### src/twlru_pkg.sv
`default_nettype none

package twlru_pkg;

    // instruction opcodes
    localparam logic [5:0] OP_LOAD  = 6'd35;
    localparam logic [5:0] OP_STORE = 6'd43;

    // rt window that maps onto the register file
    localparam int unsigned REG_BASE  = 16;
    localparam int unsigned REG_COUNT = 8;
    localparam int unsigned REG_BITS  = 3;

    // backing memory word i comes out of reset holding i plus this bias
    localparam int unsigned INIT_BIAS = 5;

    // result status codes
    typedef enum logic [2:0] {
        ST_UNKNOWN    = 3'd0,
        ST_LOAD_HIT   = 3'd1,
        ST_LOAD_MISS  = 3'd2,
        ST_STORE_HIT  = 3'd3,
        ST_STORE_MISS = 3'd4,
        ST_BAD_REG    = 3'd5
    } t_status;

endpackage

`default_nettype wire

### src/two_way_lru_cache_load_store_unit.sv
// a transaction accepted in S_IDLE moves to S_LOOK with its cache set row and backing memory word
// read into registers; its result is registered on leaving S_LOOK, which waits while an earlier result stalls
// one transaction at a time: the input is not ready during the read-then-write of the cache set
// and backing memory entries, each a synchronous memory; reset: synchronous active low, afterwards
// all MEM_WORDS backing memory words (128 by default) are loaded while the input is not ready
// NUM_SETS and MEM_WORDS are powers of two with MEM_WORDS larger than NUM_SETS
`default_nettype none

module two_way_lru_cache_load_store_unit
    import twlru_pkg::*;
#(
    parameter int NUM_SETS  = 8,
    parameter int MEM_WORDS = 128,
    parameter int WORD_BITS = 32
) (
    input  wire logic        i_clk,
    input  wire logic        i_rst_n,
    input  wire logic        i_in_valid,
    output logic             o_in_ready,
    input  wire logic [31:0] i_instr_word,
    output logic             o_out_valid,
    input  wire logic        i_out_ready,
    output logic [2:0]       o_status,
    output logic [31:0]      o_load_data,
    output logic [2:0]       o_dest_reg
);

    localparam int ADDR_BITS = $clog2(MEM_WORDS);
    localparam int SET_BITS  = $clog2(NUM_SETS);
    localparam int TAG_BITS  = ADDR_BITS - SET_BITS;
    localparam int LINE_BITS = TAG_BITS + WORD_BITS;
    localparam int LD_BITS   = (WORD_BITS < 32) ? WORD_BITS : 32;

    typedef enum logic {
        S_IDLE,
        S_LOOK
    } t_state;

    // state machine and result registers
    t_state                r_state;
    logic                  r_out_valid;
    t_status               r_status;
    logic [31:0]           r_load_data;
    logic [REG_BITS-1:0]   r_dest_reg;

    // decoded transaction
    logic                  r_is_load;
    logic                  r_is_access;
    logic                  r_bad_reg;
    logic [REG_BITS-1:0]   r_idx;
    logic [ADDR_BITS-1:0]  r_addr;

    // cache state: tag/data rows in memory, valid and recent bits in flops
    logic [1:0][LINE_BITS-1:0] r_cache_mem [NUM_SETS];
    logic [1:0][LINE_BITS-1:0] r_cache_rd;
    logic [1:0]                r_valid [NUM_SETS];
    logic [NUM_SETS-1:0]       r_recent;
    logic [WORD_BITS-1:0]      r_reg_file [REG_COUNT];

    logic                  accept;
    logic                  advance;
    logic [5:0]            in_op;
    logic [4:0]            in_rt;
    logic [ADDR_BITS-1:0]  in_addr;
    logic [SET_BITS-1:0]   set;
    logic [TAG_BITS-1:0]   tag;
    logic [1:0]            set_valid;
    logic                  hit0;
    logic                  hit1;
    logic                  hit;
    logic                  hit_way;
    logic                  victim;
    logic [WORD_BITS-1:0]  hit_word;
    logic [WORD_BITS-1:0]  reg_word;
    logic [WORD_BITS-1:0]  mem_rd_data;
    logic                  init_done;

    logic                      cache_we;
    logic [1:0][LINE_BITS-1:0] cache_wr_row;
    logic                      mem_we;
    logic [ADDR_BITS-1:0]      mem_wr_addr;
    logic [WORD_BITS-1:0]      mem_wr_data;
    logic                      reg_we;
    logic [WORD_BITS-1:0]      reg_wr_data;

    t_state                n_state;
    logic                  n_out_valid;
    t_status               n_status;
    logic [31:0]           n_load_data;
    logic [REG_BITS-1:0]   n_dest_reg;

    // input decode
    assign in_op   = i_instr_word[31:26];
    assign in_rt   = i_instr_word[20:16];
    assign in_addr = i_instr_word[ADDR_BITS+1:2];

    assign o_in_ready = (r_state == S_IDLE) && init_done;
    assign accept     = i_in_valid && o_in_ready;
    assign advance    = (r_state == S_LOOK) && (!r_out_valid || i_out_ready);

    // lookup against the registered set row
    assign set       = r_addr[SET_BITS-1:0];
    assign tag       = r_addr[ADDR_BITS-1:SET_BITS];
    assign set_valid = r_valid[set];
    assign hit0      = set_valid[0] && (r_cache_rd[0][LINE_BITS-1:WORD_BITS] == tag);
    assign hit1      = set_valid[1] && (r_cache_rd[1][LINE_BITS-1:WORD_BITS] == tag);
    assign hit       = hit0 || hit1;
    assign hit_way   = !hit0;
    assign hit_word  = r_cache_rd[hit_way][WORD_BITS-1:0];
    assign reg_word  = r_reg_file[r_idx];

    // victim: first invalid way, else the way not used last
    always_comb begin
        if (!set_valid[0]) begin
            victim = 1'b0;
        end else if (!set_valid[1]) begin
            victim = 1'b1;
        end else begin
            victim = !r_recent[set];
        end
    end

    // write-back, fill and register update decisions
    always_comb begin
        cache_we     = 1'b0;
        cache_wr_row = r_cache_rd;
        mem_we       = 1'b0;
        mem_wr_addr  = r_addr;
        mem_wr_data  = reg_word;
        reg_we       = 1'b0;
        reg_wr_data  = hit_word;
        if (advance && r_is_access && !r_bad_reg) begin
            if (hit) begin
                if (r_is_load) begin
                    reg_we = 1'b1;
                end else begin
                    cache_we = 1'b1;
                    cache_wr_row[hit_way] = {r_cache_rd[hit_way][LINE_BITS-1:WORD_BITS], reg_word};
                end
            end else if (!r_is_load) begin
                mem_we = 1'b1;
            end else begin
                cache_we    = 1'b1;
                cache_wr_row[victim] = {tag, mem_rd_data};
                reg_we      = 1'b1;
                reg_wr_data = mem_rd_data;
                mem_we      = set_valid[victim];
                mem_wr_addr = {r_cache_rd[victim][LINE_BITS-1:WORD_BITS], set};
                mem_wr_data = r_cache_rd[victim][WORD_BITS-1:0];
            end
        end
    end

    // next state and result
    always_comb begin
        n_state     = r_state;
        n_out_valid = r_out_valid;
        n_status    = r_status;
        n_load_data = r_load_data;
        n_dest_reg  = r_dest_reg;
        if (r_out_valid && i_out_ready) begin
            n_out_valid = 1'b0;
        end
        case (r_state)
            S_IDLE: begin
                if (accept) begin
                    n_state = S_LOOK;
                end
            end
            S_LOOK: begin
                if (advance) begin
                    n_state     = S_IDLE;
                    n_out_valid = 1'b1;
                    n_load_data = '0;
                    n_dest_reg  = '0;
                    if (!r_is_access) begin
                        n_status = ST_UNKNOWN;
                    end else if (r_bad_reg) begin
                        n_status = ST_BAD_REG;
                    end else begin
                        n_dest_reg = r_idx;
                        if (hit && r_is_load) begin
                            n_status    = ST_LOAD_HIT;
                            n_load_data = 32'(hit_word[LD_BITS-1:0]);
                        end else if (hit) begin
                            n_status = ST_STORE_HIT;
                        end else if (!r_is_load) begin
                            n_status = ST_STORE_MISS;
                        end else begin
                            n_status    = ST_LOAD_MISS;
                            n_load_data = 32'(mem_rd_data[LD_BITS-1:0]);
                        end
                    end
                end
            end
            default: begin
                n_state = S_IDLE;
            end
        endcase
    end

    // state and result registers
    always_ff @(posedge i_clk) begin
        if (!i_rst_n) begin
            r_state     <= S_IDLE;
            r_out_valid <= 1'b0;
        end else begin
            r_state     <= n_state;
            r_out_valid <= n_out_valid;
        end
        r_status    <= n_status;
        r_load_data <= n_load_data;
        r_dest_reg  <= n_dest_reg;
    end

    // capture decoded transaction
    always_ff @(posedge i_clk) begin
        if (accept) begin
            r_is_load   <= (in_op == OP_LOAD);
            r_is_access <= (in_op == OP_LOAD) || (in_op == OP_STORE);
            r_bad_reg   <= (in_rt < 5'(REG_BASE)) || (in_rt >= 5'(REG_BASE + REG_COUNT));
            r_idx       <= in_rt[REG_BITS-1:0];
            r_addr      <= in_addr;
        end
    end

    // cache row memory
    always_ff @(posedge i_clk) begin
        if (cache_we) begin
            r_cache_mem[set] <= cache_wr_row;
        end
    end

    always_ff @(posedge i_clk) begin
        if (accept) begin
            r_cache_rd <= r_cache_mem[in_addr[SET_BITS-1:0]];
        end
    end

    // valid and recently-used bits
    always_ff @(posedge i_clk) begin
        if (!i_rst_n) begin
            for (int s = 0; s < NUM_SETS; s++) begin
                r_valid[s] <= '0;
            end
            r_recent <= '0;
        end else if (advance && r_is_access && !r_bad_reg) begin
            if (hit) begin
                r_recent[set] <= hit_way;
            end else if (r_is_load) begin
                r_valid[set][victim] <= 1'b1;
                r_recent[set]        <= victim;
            end
        end
    end

    // register file
    always_ff @(posedge i_clk) begin
        if (!i_rst_n) begin
            for (int r = 0; r < REG_COUNT; r++) begin
                r_reg_file[r] <= '0;
            end
        end else if (reg_we) begin
            r_reg_file[r_idx] <= reg_wr_data;
        end
    end

    // backing memory with its init sweep
    twlru_backing_mem #(
        .MEM_WORDS (MEM_WORDS),
        .WORD_BITS (WORD_BITS)
    ) u_backing_mem (
        .i_clk       (i_clk),
        .i_rst_n     (i_rst_n),
        .i_rd_en     (accept),
        .i_rd_addr   (in_addr),
        .o_rd_data   (mem_rd_data),
        .i_wr_en     (mem_we),
        .i_wr_addr   (mem_wr_addr),
        .i_wr_data   (mem_wr_data),
        .o_init_done (init_done)
    );

    assign o_out_valid = r_out_valid;
    assign o_status    = r_status;
    assign o_load_data = r_load_data;
    assign o_dest_reg  = r_dest_reg;

endmodule

`default_nettype wire

### src/twlru_backing_mem.sv
`default_nettype none

module twlru_backing_mem
    import twlru_pkg::*;
#(
    parameter int MEM_WORDS = 128,
    parameter int WORD_BITS = 32
) (
    input  wire logic                         i_clk,
    input  wire logic                         i_rst_n,
    input  wire logic                         i_rd_en,
    input  wire logic [$clog2(MEM_WORDS)-1:0] i_rd_addr,
    output logic      [WORD_BITS-1:0]         o_rd_data,
    input  wire logic                         i_wr_en,
    input  wire logic [$clog2(MEM_WORDS)-1:0] i_wr_addr,
    input  wire logic [WORD_BITS-1:0]         i_wr_data,
    output logic                              o_init_done
);

    localparam int ADDR_BITS = $clog2(MEM_WORDS);

    logic [WORD_BITS-1:0] r_mem [MEM_WORDS];
    logic [WORD_BITS-1:0] r_rd_data;
    logic [ADDR_BITS-1:0] r_init_addr;
    logic                 r_init_busy;
    logic [ADDR_BITS:0]   init_sum;
    logic                 wr_en;
    logic [ADDR_BITS-1:0] wr_addr;
    logic [WORD_BITS-1:0] wr_data;

    // init value: address plus bias, masked to the word width
    assign init_sum = {1'b0, r_init_addr} + (ADDR_BITS+1)'(INIT_BIAS);

    // sweep owns the write port until the last word is loaded
    always_comb begin
        if (r_init_busy) begin
            wr_en   = 1'b1;
            wr_addr = r_init_addr;
            wr_data = WORD_BITS'(init_sum);
        end else begin
            wr_en   = i_wr_en;
            wr_addr = i_wr_addr;
            wr_data = i_wr_data;
        end
    end

    // init sweep control
    always_ff @(posedge i_clk) begin
        if (!i_rst_n) begin
            r_init_busy <= 1'b1;
            r_init_addr <= '0;
        end else if (r_init_busy) begin
            r_init_addr <= r_init_addr + 1'b1;
            if (r_init_addr == ADDR_BITS'(MEM_WORDS - 1)) begin
                r_init_busy <= 1'b0;
            end
        end
    end

    // memory write port
    always_ff @(posedge i_clk) begin
        if (wr_en) begin
            r_mem[wr_addr] <= wr_data;
        end
    end

    // registered read port
    always_ff @(posedge i_clk) begin
        if (i_rd_en) begin
            r_rd_data <= r_mem[i_rd_addr];
        end
    end

    assign o_rd_data   = r_rd_data;
    assign o_init_done = !r_init_busy;

endmodule

`default_nettype wire

### config.mk
export PLATFORM = sky130hd
export DESIGN_NAME = two_way_lru_cache_load_store_unit
export DESIGN_NICKNAME = d
export VERILOG_FILES = /design/src/twlru_pkg.sv /design/src/two_way_lru_cache_load_store_unit.sv /design/src/twlru_backing_mem.sv
export SDC_FILE = /design/constraint.sdc
export NUM_CORES = 2
export LEC_CHECK = 0
export ABC_CLOCK_PERIOD_IN_PS = 17300
export BUFFER_PORTS_ARGS = -buffer_cell sky130_fd_sc_hd__buf_2
export CAP_MARGIN = 20
export CORE_MARGIN = 2
export CORE_UTILIZATION = 55
export DETAILED_ROUTE_END_ITERATION = 8
export HOLD_SLACK_MARGIN = 0.05
export MAX_ROUTING_LAYER = met4
export PLACE_DENSITY = 0.73
export SYNTH_ARGS = -nofsm -noshare
export SYNTH_HDL_FRONTEND = slang
export SYNTH_MEMORY_MAX_BITS = 65536
export SYNTH_SLANG_ARGS = --single-unit
### constraint.sdc
create_clock -name i_clk -period 17.3 [get_ports i_clk]
set_input_delay 2.595 -clock i_clk [delete_from_list [all_inputs] [get_ports i_clk]]
set_output_delay 2.595 -clock i_clk [all_outputs]
set_load 0.02 [all_outputs]
# Word-level counts from Yosys, hierarchy flattened
# Memory sizes are Yosys's and may differ from the RTL's. A register that Yosys moved wholly into a read port is not among the register bits.
# Index checks and enable logic that the tools add are counted.
# W data, S select, Z words.
[totals] ramBits=4944 word_cells=146 mem_count=4 reg_bits=69
[memory_table] name="u_backing_mem.r_mem" words=128 word_bits=32 rd=1 rd_clocked_by_memory_dff=1 write_ports=1 line="twlru_backing_mem.sv:22" rtl="logic [WORD_BITS-1:0] r_mem [MEM_WORDS];"
[memory_table] name="r_cache_mem" words=8 word_bits=72 rd=1 rd_clocked_by_memory_dff=1 write_ports=1 line="two_way_lru_cache_load_store_unit.sv:54" rtl="logic [1:0][LINE_BITS-1:0] r_cache_mem [NUM_SETS];"
[memory_table] name="r_reg_file" words=8 word_bits=32 rd=1 rd_clocked_by_memory_dff=1 write_ports=8 line="two_way_lru_cache_load_store_unit.sv:58" rtl="logic [WORD_BITS-1:0] r_reg_file [REG_COUNT];"
[memory_table] name="r_valid" words=8 word_bits=2 rd=1 rd_clocked_by_memory_dff=1 write_ports=8 line="two_way_lru_cache_load_store_unit.sv:56" rtl="logic [1:0] r_valid [NUM_SETS];"
[classes] n_addsub=2 reduce_logical=28 magnitude_cmp=8 mux=83 n_bitwise=2 n_eq_ne=5
[op_table] op="$mux W32" count=11
[op_table] op="$mux W72" count=4
[op_table] op="$mux W36" count=6
[op_table] op="$bwmux W72" count=2
[op_table] op="$demux W36 S1" count=2
[op_table] op="$mux W1" count=35
[op_table] op="$reduce_or A32 Y1" count=1
[op_table] op="$mux W7" count=4
[op_table] op="$mux W3" count=8
[op_table] op="$bwmux W8" count=2
[op_table] op="$mux W8" count=2
[op_table] op="$eq A6 B6 Y1 const B" count=2
[op_table] op="$logic_and A1 B1 Y1" count=12
[op_table] op="$add A7 B3 Y8 const B" count=1
[op_table] op="$eq A4 B4 Y1" count=2
[op_table] op="$add A7 B1 Y7 const B" count=1
[op_table] op="$eq A7 B7 Y1 const B" count=1
[op_table] op="$mux W2" count=3
[op_table] op="$ge A5 B5 Y1 const B" count=1
[op_table] op="$logic_not A1 Y1" count=5
[op_table] op="$lt A5 B5 Y1 const B" count=1
[op_table] op="$logic_or A1 B1 Y1" count=4
[op_table] op="$lt A1 B2 Y1 const B" count=2
[op_table] op="$lt A3 B4 Y1 const B" count=1
[op_table] op="11 further kinds" count=15

# Logic depth before layout (Yosys ltp)
[logic_depth] ltp_word=13 ltp_mapped=14 depth_no_buf=9

# Hierarchy
# Synthesis repeated with hierarchy kept, for this count alone.
[unflattened] hier_cells=8652 area_unflattened_um2=199920.5
[by_module_without_submodules] mod="twlru_backing_mem" seq_area_each_um2=124119.0 cells_each=6103 instances=1 area_per_inst_um2=157360.9
[by_module_without_submodules] mod="two_way_lru_cache_load_store_unit" seq_area_each_um2=29318.1 cells_each=2549 instances=1 area_per_inst_um2=42559.6

# Worst setup path after synthesis
# OpenSTA, ideal clock, no wires.
[synth_timing] kind="input to register" start="input port i_out_ready" end="memory u_backing_mem.r_mem[0][30] (data pin)" path_buffers=3 cell_stages=8 required_time_ps=16070 arrival_ps=9183 slack_ps=6887 path_cell_list="nor2b_1 > nor3b_2 > and2_1 > nand3_1 > buf_4 > buf_4 > buf_4 > a211oi_1"
[synth_between] elab_chain_cells=6
[synth_lines] element="from (decl)" line="two_way_lru_cache_load_store_unit.sv:22" rtl="input wire logic i_out_ready,"
[synth_lines] element="$logic_or A1 B1 Y1" line="two_way_lru_cache_load_store_unit.sv:99" rtl="assign advance = (r_state == S_LOOK) && (!r_out_valid || i_out_ready);"
[synth_lines] element="$logic_and A1 B1 Y1" line="two_way_lru_cache_load_store_unit.sv:99"
[synth_lines] element="$logic_and A1 B1 Y1 (2 in a row)" line="two_way_lru_cache_load_store_unit.sv:132" rtl="if (advance && r_is_access && !r_bad_reg) begin"
[synth_lines] element="$mux W32" line="two_way_lru_cache_load_store_unit.sv:132"
[synth_lines] element="$mux W32" line="twlru_backing_mem.sv:36" rtl="if (r_init_busy) begin"
[synth_lines] element="via u_backing_mem.wr_data[30]" line="twlru_backing_mem.sv:29" rtl="logic [WORD_BITS-1:0] wr_data;"
[synth_lines] element="to (decl)" line="twlru_backing_mem.sv:22"
# The timed path passes the listed nets, and every way through them passes these cells.

==> out/results.tsv <==
stage	metric	value	unit
sta	Worst-Margin Slew	1270	ps
hold_path	Hold Crit Class	register to register	
clock_network	post_cts resized	0	
floorplanning	core area	0.361	mm²
yosys	share of flip-flops with an asynchronous set or reset	0	%
place	RD Place Congestion	0.861	
sta	RSZ-0062 raised after global routing	false	
worst_setup_path	Startpoint Class	input pin	
power	Leak Pwr	64.7	nW
cells_and_area	top flop regs	u_backing_mem.r_mem x4096, r_cache_mem x576, r_reg_file x256	
yosys	top-area cell type share of the netlist area	76.6	%
worst_setup_path	Setup CP Type	input pin to register	
yosys	Synth Instances	8459	
sta	setup TNS	0	ps
cells_and_area	Layout Nets	8862	
global_routing	Tot GR Track Use	28.2	%
global_routing	Congestion Overflow GR	0	
global_routing	largest net degree at the start of global routing	145	
drt	Max Used Layer	met4	
yosys	Synth Register Bits	5123	
sta	setup violators final	0	
sta	Slew Limit Fails	0	
clock_network	cts hold-fix bufs	0	
worst_setup_path	critical path arrival	7940	ps
yosys	post-synth top area cell	edfxtp_1	
clock_network	TritonCTS clock tree	built	
clock_network	# H-tree levels	5	
yosys	ys flop type	edfxtp_1	
drt	via count	95500	
worst_setup_path	Critical Path End Type	register	
job	max_cap viols	0	
cells_and_area	Reg with most FFs	u_backing_mem.r_mem	
yosys	Ys Warns	0	
place	Port Buffers	61	
global_routing	first-pass GRT wire length	707	mm
drt	DR WL met3	53.5	mm
yosys	Seq/Total Area, Yosys	77.0	%
yosys	mapped cell area	0.199	mm²
drt	met1 wire length	178	mm
cells_and_area	Layout area overhead	12.0	%
floorplanning	IO Pins	76	
yosys	Synth Net Count	8500	
cells_and_area	max FFs per register	4096	
drt	DRT Pass-1 Iters	6	
clock_network	Post-CTS Setup Bufs	0	
power	Pwr Total	24.7	mW
floorplanning	Starting Density	55.1	%
power	share of power burned in registers	54.8	%
drt	final WL	503	mm
drt	vias per inst	6.81	
worst_setup_path	WP data required	17980	ps
clock_network	TritonCTS Buffers	483	
clock_network	clk_lat worst skew	1060	ps
global_routing	number of global-route vias before repair	95900	
drt	routed wl met2	246	mm
cells_and_area	share of cells above drive strength 1	31.7	%
yosys	Post-synth EDFFs	5083	
drt	initial drt markers	14600	
power	Combinational Power Share	2.9	%
drt	Final ANT Viol Nets	0	
power	pwr dens	111	mW/mm²
drt	Wirelength per Cell	35.8	µm
floorplanning	Die Y	606	µm
drt	DR DRC count	0	
sta	relative slew slack	12.9	%
clock_network	Root Driver	clkbuf_16	
clock_network	Clock transition at path regs	60	ps
place	post-DP HPWL	260	mm
yosys	Mean Syn Cell Area	23.6	µm²
cells_and_area	commonest non-fill, non-tap cell in the layout	edfxtp_1	
clock_network	clock tree buffer depth	4	
floorplanning	chip width	606	µm
yosys	top cells by area, synth	edfxtp_1 (77%), mux4_2 (17%), mux2i_1 (1.0%)	
status	outcome	finished clean	
power	switching part of the total	20.3	%
floorplanning	Row Count	221	
power	Peak VDD IR	0.101	mV
power	clock share of power	42.2	%
power	P_sw	5.01	mW
sta	Min Clock Period, post-route	7260	ps
power	Internal Power	19.7	mW
yosys	Yosys cell types	61	
global_routing	initial antenna violation count	18	
sta	final hold viol count	0	
clock_network	Clock Sink Count	5123	
floorplanning	DIE AREA	0.367	mm²
sta	final worst path period share	42.0	%
sta	clock skew	146	ps
sta	Peak Freq	138	MHz
cells_and_area	commonest non-fill, non-tap cells in the layout	edfxtp_1 (5083), mux4_2 (1492), clkbuf_16 (488)	
worst_setup_path	worst-path fanout max	144	
-- final cells by class --
| class | instances | area (µm²) |
|---|---|---|
| sequential | 5123 | 153000 |
| fill | 23100 | 138000 |
| multi-input combinational | 2809 | 45000 |
| clock buffer | 615 | 12700 |
| tap | 4794 | 6000 |
| timing repair buffer | 392 | 3140 |
| clock inverter | 273 | 2780 |
| inverter | 12 | 45.0 |
| antenna | 8 | 20.0 |
-- Yosys cell counts, types with 3 or more instances --
cell type  count
mux2_2       147
o221a_2        8
clkbuf_1     247
edfxtp_1    5083
dfxtp_1       40
nor4_2        84
buf_4         17
and2_1         6
nor2_1       401
nand4_1        7
o32ai_1        4
or3_1          3
nand2b_1      10
xnor2_1       15
a221o_1       64
o21a_1         3
a221oi_1      32
nor2b_1       11
mux2i_1      203
a211oi_1      24
nor3_1        39
nand2_1       72
inv_1         12
a21boi_0       4
or2_2          3
buf_6         22
a21oi_1        3
buf_2        169
a22o_1        32
buf_1         60
mux2i_2       10
o21ai_0       34
nand3_1        9
a22oi_1       33
nor4_1        13
ha_1           5
o2111ai_1      8
mux4_2      1492
-- per-stage QoR --
step	cell area (µm²)	hold WS [ps]	cells	setup slack (ps)	util (%)
floorplan	199000	424	8459	6890	-
global placement	207000	448	13100	9180	57.4
detailed placement	207000	448	13100	9110	57.4
CTS	223000	462	14000	10180	61.7
global route	223000	478	14000	9810	61.7
finish	223000	457	14000	10040	61.7
-- worst max-delay path, stage by stage --
cell	delay (ps)
buf_8	660
buf_12	610
buf_12	540
buf_4	830
mux4_2	440
mux4_2	520
mux2i_1	320
a22o_1	530
a221oi_1	110
-- cells by family (layout without fill, tap and decap cells) --
logic type	Yosys count	in the layout	share of synthesized area, %
flip-flops	5123	5123	77.0
buffers and inverters	527	1292	1.21
adder cells (fa/ha/maj)	5	5	0.0314
AO/OA/AOI/OAI	265	265	1.14
AND/OR/NAND/NOR	670	670	1.76
multiplexers	1853	1853	18.8
other	0	8	0
XOR/XNOR	16	16	0.0703
-- power groups by stage --
stage,registers (mW),clock network [mW],logic (mW)
after floorplan,13.8,0,0.468
after global placement,13.8,0,0.715
final,13.6,10.4,0.729
after global routing,13.6,11.0,0.756
after CTS,13.6,10.5,0.729
after detailed placement,13.8,0,0.727
-- worst paths after layout --
path,from,endpoint,slack [ps],depth (start not counted)
setup reg to reg,register,u_backing_mem.r_mem[99][11],11260,10
hold / removal,r_valid[4][0],r_valid[4][0],460,2
setup / recovery,i_instr_word[3],u_backing_mem.o_rd_data[14],10040,9
hold reg to reg,r_valid[4][0],r_valid[4][0],460,2
-- metal layers --
layer  GRT usage, %  vias to the layer above
li1               -                    37000
met1           36.9                    51100
met2           44.2                     6356
met3           5.07                     1012
met4           12.2                        0
met5              -                        -
No activity file was read; power rests on OpenSTA's default activity.
